[src/design/qfc_pkg.sv]
// Package for the quadratic form cube block: sequencer codes and ALU operation codes.
package qfc_pkg;

   typedef enum logic [2:0] {
      ALU_ADD,
      ALU_SUB,
      ALU_MUL,
      ALU_DIV,
      ALU_REM
   } alu_op_type;

   typedef enum logic [5:0] {
      ST_IDLE,
      ST_EU_INIT,
      ST_EU_TEST,
      ST_EU_DIV,
      ST_EU_R,
      ST_EU_S,
      ST_EU_T,
      ST_EU_FIX,
      ST_EU_DONE,
      ST_F0, ST_F1, ST_F2, ST_F3, ST_F4, ST_F5, ST_F6, ST_F7, ST_F8, ST_F9, ST_F10,
      ST_G0, ST_G1, ST_G2, ST_G3, ST_G4, ST_G5, ST_G6, ST_G7, ST_G8, ST_G9, ST_G10,
      ST_G11, ST_G12, ST_G13, ST_G14,
      ST_T0, ST_T1, ST_T2, ST_T3, ST_T4, ST_T5, ST_T6, ST_T7,
      ST_WAIT,
      ST_OUT
   } state_type;

   // Operation request from the sequencer to the shared ALU.
   typedef struct packed {
      logic       start;
      alu_op_type op;
   } alu_req_type;

endpackage

[src/design/qfc_alu.sv]
// Shared word ALU: add and subtract registered in the cycle after the request, iterative multiply and divide.
module qfc_alu
   import qfc_pkg::*;
#(
   parameter int WORD_BITS = 64
) (
   input  logic                 clock,
   input  logic                 reset,
   input  alu_req_type          req,
   input  logic [WORD_BITS-1:0] opa,
   input  logic [WORD_BITS-1:0] opb,
   output logic                 done,
   output logic [WORD_BITS-1:0] result
);

   localparam int CW = $clog2(WORD_BITS + 1);
   localparam int HB = WORD_BITS / 2;

   logic                 busy_ff, busy_in;
   alu_op_type           op_ff, op_in;
   logic [CW-1:0]        cnt_ff, cnt_in;
   logic [WORD_BITS-1:0] x_ff, x_in;       // multiplicand / dividend magnitude
   logic [WORD_BITS-1:0] y_ff, y_in;       // multiplier / divisor magnitude
   logic [WORD_BITS-1:0] acc_ff, acc_in;   // product / remainder
   logic [WORD_BITS-1:0] q_ff, q_in;
   logic                 nq_ff, nq_in, nr_ff, nr_in, zero_ff, zero_in;
   logic [WORD_BITS-1:0] res_ff, res_in;
   logic                 done_ff, done_in;

   logic                 na, nb;
   logic [WORD_BITS-1:0] ma, mb;
   logic [WORD_BITS:0]   trial;
   logic [WORD_BITS-1:0] rsh;
   logic [WORD_BITS-1:0] part;

   assign done   = done_ff;
   assign result = res_ff;

   always_ff @(posedge clock) begin
      if (reset) begin
         busy_ff <= 1'b0;
         done_ff <= 1'b0;
      end else begin
         busy_ff <= busy_in;
         done_ff <= done_in;
      end
      op_ff   <= op_in;
      cnt_ff  <= cnt_in;
      x_ff    <= x_in;
      y_ff    <= y_in;
      acc_ff  <= acc_in;
      q_ff    <= q_in;
      nq_ff   <= nq_in;
      nr_ff   <= nr_in;
      zero_ff <= zero_in;
      res_ff  <= res_in;
   end

   always_comb begin
      na      = opa[WORD_BITS-1];
      nb      = opb[WORD_BITS-1];
      ma      = na ? (~opa + 1'b1) : opa;
      mb      = nb ? (~opb + 1'b1) : opb;
      busy_in = busy_ff;
      op_in   = op_ff;
      cnt_in  = cnt_ff;
      x_in    = x_ff;
      y_in    = y_ff;
      acc_in  = acc_ff;
      q_in    = q_ff;
      nq_in   = nq_ff;
      nr_in   = nr_ff;
      zero_in = zero_ff;
      res_in  = res_ff;
      done_in = 1'b0;
      rsh     = {acc_ff[WORD_BITS-2:0], x_ff[WORD_BITS-1]};
      trial   = {1'b0, rsh} - {1'b0, y_ff};
      // two multiplier bits per cycle, low half of the product only
      part    = (y_ff[0] ? x_ff : '0) + (y_ff[1] ? {x_ff[WORD_BITS-2:0], 1'b0} : '0);
      if (req.start) begin
         op_in = req.op;
         unique case (req.op)
            ALU_ADD: begin
               res_in  = opa + opb;
               done_in = 1'b1;
            end
            ALU_SUB: begin
               res_in  = opa - opb;
               done_in = 1'b1;
            end
            ALU_MUL: begin
               busy_in = 1'b1;
               x_in    = opa;
               y_in    = opb;
               acc_in  = '0;
               cnt_in  = CW'(HB);
            end
            default: begin
               busy_in = 1'b1;
               x_in    = ma;
               y_in    = mb;
               acc_in  = '0;
               q_in    = '0;
               nq_in   = na ^ nb;
               nr_in   = na;
               zero_in = (opb == '0);
               cnt_in  = CW'(WORD_BITS);
               res_in  = opa;
            end
         endcase
      end else if (busy_ff) begin
         if (op_ff == ALU_MUL) begin
            acc_in = acc_ff + part;
            x_in   = {x_ff[WORD_BITS-3:0], 2'b00};
            y_in   = {2'b00, y_ff[WORD_BITS-1:2]};
            cnt_in = cnt_ff - 1'b1;
            if (cnt_ff == CW'(1)) begin
               busy_in = 1'b0;
               done_in = 1'b1;
               res_in  = acc_ff + part;
            end
         end else if (zero_ff) begin
            // quotient 0, remainder = dividend (already held in res)
            busy_in = 1'b0;
            done_in = 1'b1;
            if (op_ff == ALU_DIV) begin
               res_in = '0;
            end
         end else begin
            x_in = {x_ff[WORD_BITS-2:0], 1'b0};
            if (!trial[WORD_BITS]) begin
               acc_in = trial[WORD_BITS-1:0];
               q_in   = {q_ff[WORD_BITS-2:0], 1'b1};
            end else begin
               acc_in = rsh;
               q_in   = {q_ff[WORD_BITS-2:0], 1'b0};
            end
            cnt_in = cnt_ff - 1'b1;
            if (cnt_ff == CW'(1)) begin
               busy_in = 1'b0;
               done_in = 1'b1;
               if (op_ff == ALU_DIV) begin
                  res_in = nq_ff ? (~q_in + 1'b1) : q_in;
               end else begin
                  res_in = nr_ff ? (~acc_in + 1'b1) : acc_in;
               end
            end
         end
      end
   end

endmodule

[src/design/quadratic_form_cube.sv]
// Top level of the quadratic form cube block: stream ports and micro-sequencer.
//
// Cubes a binary quadratic form (a, b, c) into an unreduced form (A, B, C) using
// one shared word ALU (registered add/subtract, 2-bit-per-cycle multiply, radix-2
// restoring divide) driven by a small sequencer. One form is in flight at a time:
// req_tready is high only while the block is idle. Each extended Euclid step is one
// divide, three multiplies and one update state. Latency is data dependent; the
// longest forms take two Euclid runs plus the reduction chain. The result is held in
// an output register and leaves on the rsp_ channel; a new form is taken only after
// that transfer. All arithmetic wraps on WORD_BITS bits; results are sign-extended
// to 64 bits and then cut to their field widths.
module quadratic_form_cube
   import qfc_pkg::*;
#(
   parameter int WORD_BITS = 64
) (
   input  logic         clock,
   input  logic         reset,
   input  logic         req_tvalid,
   output logic         req_tready,
   input  logic [87:0]  req_tdata,   // form_a[19:0], form_b[40:20], form_c[80:41], zero fill
   output logic         rsp_tvalid,
   input  logic         rsp_tready,
   output logic [191:0] rsp_tdata    // cube_a[59:0], cube_b[123:60], cube_c[187:124], zero fill
);

   localparam int W = WORD_BITS;

   state_type state_ff, state_in;
   state_type ret_ff, ret_in;      // resume point after an ALU wait
   logic      pass_ff, pass_in;    // second Euclid run

   // working registers
   logic [W-1:0] a_ff, a_in, b_ff, b_in, c_ff, c_in;
   logic [W-1:0] r0_ff, r0_in, r1_ff, r1_in, s0_ff, s0_in, s1_ff, s1_in;
   logic [W-1:0] t0_ff, t0_in, t1_ff, t1_in, q_ff, q_in, tmp_ff, tmp_in;
   logic [W-1:0] v1_ff, v1_in, u2_ff, u2_in, v2_ff, v2_in, g_ff, g_in;
   logic [W-1:0] n_ff, n_in, l_ff, l_in, k_ff, k_in, x_ff, x_in;
   logic [W-1:0] oa_ff, oa_in, ob_ff, ob_in;

   alu_req_type  alu_req;
   logic [W-1:0] alu_a, alu_b, alu_res;
   logic         alu_done;

   logic [W-1:0] fa, fb, fc;
   logic [63:0]  ra, rb, rc;

   qfc_alu #(.WORD_BITS(W)) u_alu (
      .clock  (clock),
      .reset  (reset),
      .req    (alu_req),
      .opa    (alu_a),
      .opb    (alu_b),
      .done   (alu_done),
      .result (alu_res)
   );

   // unpack input fields to the word: a and c zero-extended, b sign-extended
   always_comb begin
      fa = W'({44'd0, req_tdata[19:0]});
      fb = W'({{43{req_tdata[40]}}, req_tdata[40:20]});
      fc = W'({24'd0, req_tdata[80:41]});
      ra = 64'(signed'(oa_ff));
      rb = 64'(signed'(ob_ff));
      rc = 64'(signed'(x_ff));
   end

   assign req_tready = (state_ff == ST_IDLE);
   assign rsp_tvalid = (state_ff == ST_OUT);
   assign rsp_tdata  = {4'd0, rc, rb, ra[59:0]};

   always_ff @(posedge clock) begin
      if (reset) begin
         state_ff <= ST_IDLE;
         ret_ff   <= ST_IDLE;
         pass_ff  <= 1'b0;
      end else begin
         state_ff <= state_in;
         ret_ff   <= ret_in;
         pass_ff  <= pass_in;
      end
      a_ff <= a_in;   b_ff <= b_in;   c_ff <= c_in;
      r0_ff <= r0_in; r1_ff <= r1_in; s0_ff <= s0_in; s1_ff <= s1_in;
      t0_ff <= t0_in; t1_ff <= t1_in; q_ff <= q_in;   tmp_ff <= tmp_in;
      v1_ff <= v1_in; u2_ff <= u2_in; v2_ff <= v2_in; g_ff <= g_in;
      n_ff <= n_in;   l_ff <= l_in;   k_ff <= k_in;   x_ff <= x_in;
      oa_ff <= oa_in; ob_ff <= ob_in;
   end

   // Sequencer. Most steps issue one ALU op and park in ST_WAIT; the result is
   // latched into the destination by the step named in ret_ff on return.
   always_comb begin
      state_in = state_ff;
      ret_in   = ret_ff;
      pass_in  = pass_ff;
      a_in = a_ff;   b_in = b_ff;   c_in = c_ff;
      r0_in = r0_ff; r1_in = r1_ff; s0_in = s0_ff; s1_in = s1_ff;
      t0_in = t0_ff; t1_in = t1_ff; q_in = q_ff;   tmp_in = tmp_ff;
      v1_in = v1_ff; u2_in = u2_ff; v2_in = v2_ff; g_in = g_ff;
      n_in = n_ff;   l_in = l_ff;   k_in = k_ff;   x_in = x_ff;
      oa_in = oa_ff; ob_in = ob_ff;
      alu_req = '{start: 1'b0, op: ALU_ADD};
      alu_a   = '0;
      alu_b   = '0;

      unique case (state_ff)
         ST_IDLE: begin
            if (req_tvalid) begin
               a_in  = fa;
               b_in  = fb;
               c_in  = fc;
               r0_in = fb;
               r1_in = fa;
               pass_in  = 1'b0;
               state_in = ST_EU_INIT;
            end
         end
         // ---------------- extended Euclid on (r0, r1) ----------------
         ST_EU_INIT: begin
            s0_in = W'(1); s1_in = '0; t0_in = '0; t1_in = W'(1);
            state_in = ST_EU_TEST;
         end
         ST_EU_TEST: begin
            if (r1_ff == '0) begin
               state_in = ST_EU_FIX;
            end else begin
               alu_req  = '{start: 1'b1, op: ALU_DIV};
               alu_a    = r0_ff; alu_b = r1_ff;
               ret_in   = ST_EU_DIV;
               state_in = ST_WAIT;
            end
         end
         ST_EU_DIV: begin
            q_in     = alu_res;
            alu_req  = '{start: 1'b1, op: ALU_MUL};
            alu_a    = alu_res; alu_b = r1_ff;
            ret_in   = ST_EU_R;
            state_in = ST_WAIT;
         end
         ST_EU_R: begin
            r0_in = r1_ff;
            r1_in = r0_ff - alu_res;
            alu_req  = '{start: 1'b1, op: ALU_MUL};
            alu_a    = q_ff; alu_b = s1_ff;
            ret_in   = ST_EU_S;
            state_in = ST_WAIT;
         end
         ST_EU_S: begin
            s0_in = s1_ff;
            s1_in = s0_ff - alu_res;
            alu_req  = '{start: 1'b1, op: ALU_MUL};
            alu_a    = q_ff; alu_b = t1_ff;
            ret_in   = ST_EU_T;
            state_in = ST_WAIT;
         end
         ST_EU_T: begin
            t0_in = t1_ff;
            t1_in = t0_ff - alu_res;
            state_in = ST_EU_TEST;
         end
         ST_EU_FIX: begin
            if (r0_ff[W-1]) begin
               r0_in = ~r0_ff + 1'b1;
               s0_in = ~s0_ff + 1'b1;
               t0_in = ~t0_ff + 1'b1;
            end
            state_in = ST_EU_DONE;
         end
         ST_EU_DONE: begin
            if (!pass_ff) begin
               g_in  = r0_ff;
               v1_in = s0_ff;
               if (r0_ff == W'(1)) begin
                  n_in = a_ff;
                  state_in = ST_F0;
               end else begin
                  state_in = ST_G0;
               end
            end else begin
               g_in  = r0_ff;        // S
               u2_in = s0_ff;
               v2_in = t0_ff;
               state_in = ST_G5;
            end
         end
         // ---------------- fast path ----------------
         ST_F0: begin
            alu_req = '{start: 1'b1, op: ALU_MUL}; alu_a = a_ff; alu_b = a_ff;
            ret_in = ST_F1; state_in = ST_WAIT;
         end
         ST_F1: begin
            l_in = alu_res;
            alu_req = '{start: 1'b1, op: ALU_REM}; alu_a = v1_ff; alu_b = alu_res;
            ret_in = ST_F2; state_in = ST_WAIT;
         end
         ST_F2: begin
            v1_in = alu_res;
            alu_req = '{start: 1'b1, op: ALU_MUL}; alu_a = alu_res; alu_b = c_ff;
            ret_in = ST_F3; state_in = ST_WAIT;
         end
         ST_F3: begin
            alu_req = '{start: 1'b1, op: ALU_REM}; alu_a = alu_res; alu_b = l_ff;
            ret_in = ST_F4; state_in = ST_WAIT;
         end
         ST_F4: begin
            tmp_in = alu_res;
            alu_req = '{start: 1'b1, op: ALU_MUL}; alu_a = alu_res; alu_b = a_ff;
            ret_in = ST_F5; state_in = ST_WAIT;
         end
         ST_F5: begin
            alu_req = '{start: 1'b1, op: ALU_REM}; alu_a = alu_res; alu_b = l_ff;
            ret_in = ST_F6; state_in = ST_WAIT;
         end
         ST_F6: begin
            alu_req = '{start: 1'b1, op: ALU_MUL}; alu_a = b_ff - alu_res; alu_b = v1_ff;
            ret_in = ST_F7; state_in = ST_WAIT;
         end
         ST_F7: begin
            alu_req = '{start: 1'b1, op: ALU_REM}; alu_a = alu_res; alu_b = l_ff;
            ret_in = ST_F8; state_in = ST_WAIT;
         end
         ST_F8: begin
            alu_req = '{start: 1'b1, op: ALU_MUL};
            alu_a = alu_res - W'(2); alu_b = tmp_ff;
            ret_in = ST_F9; state_in = ST_WAIT;
         end
         ST_F9: begin
            alu_req = '{start: 1'b1, op: ALU_REM}; alu_a = alu_res; alu_b = l_ff;
            ret_in = ST_F10; state_in = ST_WAIT;
         end
         ST_F10: begin
            k_in = alu_res;
            state_in = ST_T0;
         end
         // ---------------- general path ----------------
         ST_G0: begin
            alu_req = '{start: 1'b1, op: ALU_MUL}; alu_a = g_ff; alu_b = a_ff;
            ret_in = ST_G1; state_in = ST_WAIT;
         end
         ST_G1: begin
            r0_in = alu_res;   // g1*a
            alu_req = '{start: 1'b1, op: ALU_MUL}; alu_a = b_ff; alu_b = b_ff;
            ret_in = ST_G2; state_in = ST_WAIT;
         end
         ST_G2: begin
            tmp_in = alu_res;
            alu_req = '{start: 1'b1, op: ALU_MUL}; alu_a = a_ff; alu_b = c_ff;
            ret_in = ST_G3; state_in = ST_WAIT;
         end
         ST_G3: begin
            r1_in = tmp_ff - alu_res;
            pass_in = 1'b1;
            state_in = ST_EU_INIT;
         end
         ST_G5: begin
            alu_req = '{start: 1'b1, op: ALU_DIV}; alu_a = a_ff; alu_b = g_ff;
            ret_in = ST_G6; state_in = ST_WAIT;
         end
         ST_G6: begin
            n_in = alu_res;
            alu_req = '{start: 1'b1, op: ALU_MUL}; alu_a = alu_res; alu_b = a_ff;
            ret_in = ST_G7; state_in = ST_WAIT;
         end
         ST_G7: begin
            l_in = alu_res;
            alu_req = '{start: 1'b1, op: ALU_REM}; alu_a = v2_ff; alu_b = alu_res;
            ret_in = ST_G8; state_in = ST_WAIT;
         end
         ST_G8: begin
            v2_in = alu_res;
            alu_req = '{start: 1'b1, op: ALU_MUL}; alu_a = v1_ff; alu_b = u2_ff;
            ret_in = ST_G9; state_in = ST_WAIT;
         end
         ST_G9: begin
            alu_req = '{start: 1'b1, op: ALU_REM}; alu_a = alu_res; alu_b = l_ff;
            ret_in = ST_G10; state_in = ST_WAIT;
         end
         ST_G10: begin
            alu_req = '{start: 1'b1, op: ALU_MUL}; alu_a = alu_res; alu_b = a_ff;
            ret_in = ST_G11; state_in = ST_WAIT;
         end
         ST_G11: begin
            alu_req = '{start: 1'b1, op: ALU_REM}; alu_a = alu_res; alu_b = l_ff;
            ret_in = ST_G12; state_in = ST_WAIT;
         end
         ST_G12: begin
            k_in = alu_res;
            alu_req = '{start: 1'b1, op: ALU_MUL}; alu_a = v2_ff; alu_b = b_ff;
            ret_in = ST_G13; state_in = ST_WAIT;
         end
         ST_G13: begin
            alu_req = '{start: 1'b1, op: ALU_REM}; alu_a = alu_res; alu_b = l_ff;
            ret_in = ST_G14; state_in = ST_WAIT;
         end
         ST_G14: begin
            // k + (v2*b mod L), then times c mod L
            alu_req = '{start: 1'b1, op: ALU_MUL}; alu_a = k_ff + alu_res; alu_b = c_ff;
            ret_in = ST_G4; state_in = ST_WAIT;
         end
         ST_G4: begin
            alu_req = '{start: 1'b1, op: ALU_REM}; alu_a = alu_res; alu_b = l_ff;
            ret_in = ST_T7; state_in = ST_WAIT;
         end
         ST_T7: begin
            // k = L - k, then scale c by S
            k_in = l_ff - alu_res;
            alu_req = '{start: 1'b1, op: ALU_MUL}; alu_a = c_ff; alu_b = g_ff;
            ret_in = ST_T6; state_in = ST_WAIT;
         end
         ST_T6: begin
            c_in = alu_res;
            state_in = ST_T0;
         end
         // ---------------- final composition ----------------
         ST_T0: begin
            alu_req = '{start: 1'b1, op: ALU_MUL}; alu_a = n_ff; alu_b = k_ff;
            ret_in = ST_T1; state_in = ST_WAIT;
         end
         ST_T1: begin
            tmp_in = alu_res;   // t = N*K
            ob_in  = {alu_res[W-2:0], 1'b0} + b_ff;
            alu_req = '{start: 1'b1, op: ALU_MUL}; alu_a = n_ff; alu_b = l_ff;
            ret_in = ST_T2; state_in = ST_WAIT;
         end
         ST_T2: begin
            oa_in = alu_res;
            alu_req = '{start: 1'b1, op: ALU_MUL}; alu_a = tmp_ff + b_ff; alu_b = k_ff;
            ret_in = ST_T3; state_in = ST_WAIT;
         end
         ST_T3: begin
            alu_req = '{start: 1'b1, op: ALU_DIV}; alu_a = alu_res + c_ff; alu_b = l_ff;
            ret_in = ST_T4; state_in = ST_WAIT;
         end
         ST_T4: begin
            x_in = alu_res;
            state_in = ST_OUT;
         end
         ST_T5: begin
            state_in = ST_OUT;
         end
         ST_WAIT: begin
            if (alu_done) begin
               state_in = ret_ff;
            end
         end
         ST_OUT: begin
            if (rsp_tready) begin
               state_in = ST_IDLE;
            end
         end
         default: begin
            state_in = ST_IDLE;
         end
      endcase
   end

endmodule

[config.mk]
export PLATFORM = sky130hd
export DESIGN_NAME = quadratic_form_cube
export DESIGN_NICKNAME = d
export VERILOG_FILES = /design/src/design/qfc_pkg.sv /design/src/design/qfc_alu.sv /design/src/design/quadratic_form_cube.sv
export SDC_FILE = /design/constraint.sdc
export NUM_CORES = 2
export LEC_CHECK = 0
export BUFFER_PORTS_ARGS = -buffer_cell sky130_fd_sc_hd__buf_2
export CORE_ASPECT_RATIO = 0.8
export CORE_UTILIZATION = 45
export DETAILED_ROUTE_END_ITERATION = 16
export SLEW_MARGIN = 20
export SYNTH_ARGS = -nofsm -noshare
export SYNTH_HDL_FRONTEND = slang
export SYNTH_SLANG_ARGS = --single-unit
[constraint.sdc]
create_clock -name clock -period 15.1 [get_ports clock]
set_input_delay 2.265 -clock clock [delete_from_list [all_inputs] [get_ports clock]]
set_output_delay 2.265 -clock clock [all_outputs]
set_load 0.05 [all_outputs]
==> flow_summary.json <==
{
  "syn_area_per_cell_sq_um": 9.22,
  "holdCritPathClass": "reg -> reg",
  "drtAntennaViolNets": 0,
  "startpoint_type": "flop",
  "ys_async_sr_fraction_pct": 0,
  "finalWorstSetupSlack_ns": 4.77,
  "drv_cap": 0,
  "slowest_delay_ns": 1.07,
  "cp_slowest_cell": "nor4_1",
  "cts_tree": "built",
  "detail_route.iter0.violations": 16700,
  "critPathRequiredTime_ns": 15.73,
  "slew_headroom_pct": 12.4,
  "r2r_end": "u_alu.x_ff[57]",
  "min_period_ns": 10.33,
  "ys_types": 112,
  "ir_worst_vdd_mv": 0.223,
  "yosysWarningCount": 0,
  "fmaxAchievable_mhz": 96.8,
  "critPathLaunch": "u_alu.result[9]",
  "synth-seq-cells": 1600,
  "rsz0062_at_grt": "false",
  "power_per_cell_area_nw_per_um2": 295,
  "cp.arrival_ns": 10.96,
  "pre_cts_ws_ns": 5.54,
  "fin_skew_ns": 0.118,
  "drive_gt1_share_pct": 9.24,
  "postCtsHoldBufs": 0,
  "rows": 168,
  "post-synth-top-count-cell": "edfxtp_1",
  "worstMarginPinSlew_ns": 1.31,
  "fillerInstances": 24800,
  "synth-edff-count": 1585,
  "reg2reg_slack_ns": 4.77,
  "hold_viol": 0,
  "area_growth_pct": 9.73,
  "ys_seq_area_share_pct": 40.4,
  "fin_tns_setup_ns": 0,
  "grt_pass1_wl_mm": 783,
  "core_sq_um": 262000,
  "via_per_inst": 6.85,
  "synth_area_leaders": "edfxtp_1 (40%), ha_1 (6.2%), a21oi_1 (4.3%), nand2_1 (4.1%), xnor2_1 (3.6%)",
  "status": "finished, final reports clean",
  "instances_no_fill": 16500,
  "clk_latency_ns": 0.93,
  "grt.overflow.total": 0,
  "drc": 0,
  "cts_made_buffers": 188,
  "wl_per_cell_um": 34.1,
  "yosysTopAreaCell": "edfxtp_1",
  "grt_usage_pct": 41.0,
  "critPathKind": "reg -> reg",
  "dp_cells": 16200,
  "post-cts-setup-buffer-count": 0,
  "vias": 113000,
  "fin_nets": 13600,
  "place_congestion": 1.07,
  "die_h_um": 461,
  "grt_max_degree": 92,
  "io_pins": 286,
  "synth_flop_cell": "edfxtp_1",
  "min_path_cells": 2,
  "port_buffers": 274,
  "synthDominantCellAreaShare_pct": 40.1,
  "crit_fanout": 21,
  "cts.repair.resized": 0,
  "crit_chain": "buf_4, or4_1, nor4_1, nand2_1, nor3_1, nand2_1, xnor2_1, a21oi_1, ha_1, a21oi_1, o21ai_0, o21ai_0, o211ai_1, nand4_1, a2111o_1, a2111oi_2, o2111ai_1, nor4_2, and4_1, nand4_1, nor3_1, a21o_1, mux2_1",
  "regArea_sq_um": 47900,
  "root_buffer": "clkbuf_16",
  "antenna_found_initial": 23,
  "die_area_sq_um": 266000,
  "clk_path_buf_depth": 4,
  "reg2reg_from": "u_alu.result[9]",
  "clock_sinks": 1600,
  "drt-pass1-iter-count": 16,
  "multi_input_area_sq_um": 66300,
  "ff2ff_path_depth": 23,
  "grt_pass1_vias": 103000,
  "fin_crit_sh_pct": 68.4,
  "die_w_um": 576,
  "initial_core_util_pct": 45.3,
  "leakage_nw": 48.7,
  "dpl.hpwl_mm": 426,
  "syn-cell-area_sq_um": 119000,
  "syn_inst": 12900,
  "synthTopCellsByCount": "edfxtp_1 (1585), nand2_1 (1292), nor2_1 (1047)",
  "critPathCapture": "u_alu.x_ff[57]",
  "clk_pin_slew_ns": 0.06,
  "hp-start": "ret_ff[2]",
  "drv_slew": 0,
  "setup_viol": 0,
  "wirelength_mm": 564,
  "h-tree-depth": 4,
  "crit_path_end_kind": "flop"
}
[per-stage QoR]
| step | area [sq um] | hold slack (ns) | power (mW) | utilization, % |
|---|---|---|---|---|
| 2_1_floorplan | 119000 | 0.424 | 24.6 | - |
| 3_3_place_gp | 124000 | 0.454 | 32.6 | 47.4 |
| 3_5_place_dp | 124000 | 0.459 | 32.8 | 47.4 |
| 4_1_cts | 130000 | 0.465 | 37.6 | 49.6 |
| 5_1_grt | 130000 | 0.491 | 40.3 | 49.7 |
| 6_report | 130000 | 0.466 | 38.4 | 49.7 |
[layer usage]
layer | share of wire [%] | GRT usage (%) | vias to the layer above
li1 | - | - | 48800
met1 | 40 | 54.6 | 55300
met2 | 41 | 58.7 | 7572
met3 | 11 | 10.2 | 1500
met4 | 8.1 | 27.7 | 6
met5 | 0.0076 | 0 | -
[cells in the final DEF (no fill, tap or decap), types with 145 or more instances in the layout]
master and instances:
edfxtp_1 1585, nand2_1 1277, nor2_1 1032, a21oi_1 1021, o21ai_0 851, ha_1 583, xnor2_1 493, inv_1 492
a21o_1 316, xor2_1 313, a22oi_1 311, buf_4 285, nor3_1 283, nand3_1 281, buf_2 274, nand4_1 265
clkbuf_16 189, a221oi_1 187, mux2_2 146, a31oi_1 145
[worst min-delay path by stage]
stage	endpoint	slack (ns)
final	ret_ff[2]	0.47
after global routing	ret_ff[2]	0.49
after CTS	ret_ff[2]	0.47
after detailed placement	ret_ff[2]	0.46
after global placement	ret_ff[2]	0.45
after floorplan	g_ff[16]	0.42
[critical path, delay by kind of cell (launching register included)]
kind            cells  cell delay [ns]
compound gates      9             2.96
flops               1             0.36
simple gates       10             5.48
fa+ha+maj           1             0.52
xor+xnor            1             0.18
mux                 1             0.32
buf+inv             1             0.24
[kinds of logic (layout without fill, tap and decap cells)]
family,count (synthesis),count (layout),synth area share [%]
flip-flops,1600,1600,40.4
AO/OA/AOI/OAI,4129,4129,23.1
XOR/XNOR,808,808,5.99
other,1,14,0.00316
adder cells (fa/ha/maj),654,654,7.35
multiplexers,227,227,2.07
buffers and inverters,1272,1420,4.13
AND/OR/NAND/NOR,4175,4175,17.0
[cell type report]
type	instances	share of cell area, %
clock inverters	122	0.880
clock buffers	209	3.69
repair buffers	564	2.78
diodes	10	0.0192
flip-flops and latches	1600	36.8
multi-input cells	9997	50.9
inverters	525	1.52
well taps	3485	3.35
[report_power, final]
group | internal (mW) | switching, mW | total, mW
combinational | 8.26 | 17.1 | 25.4
sequential | 7.13 | 1.26 | 8.39
clock | 2.58 | 2.06 | 4.65
(Power assumes the default switching activity.)
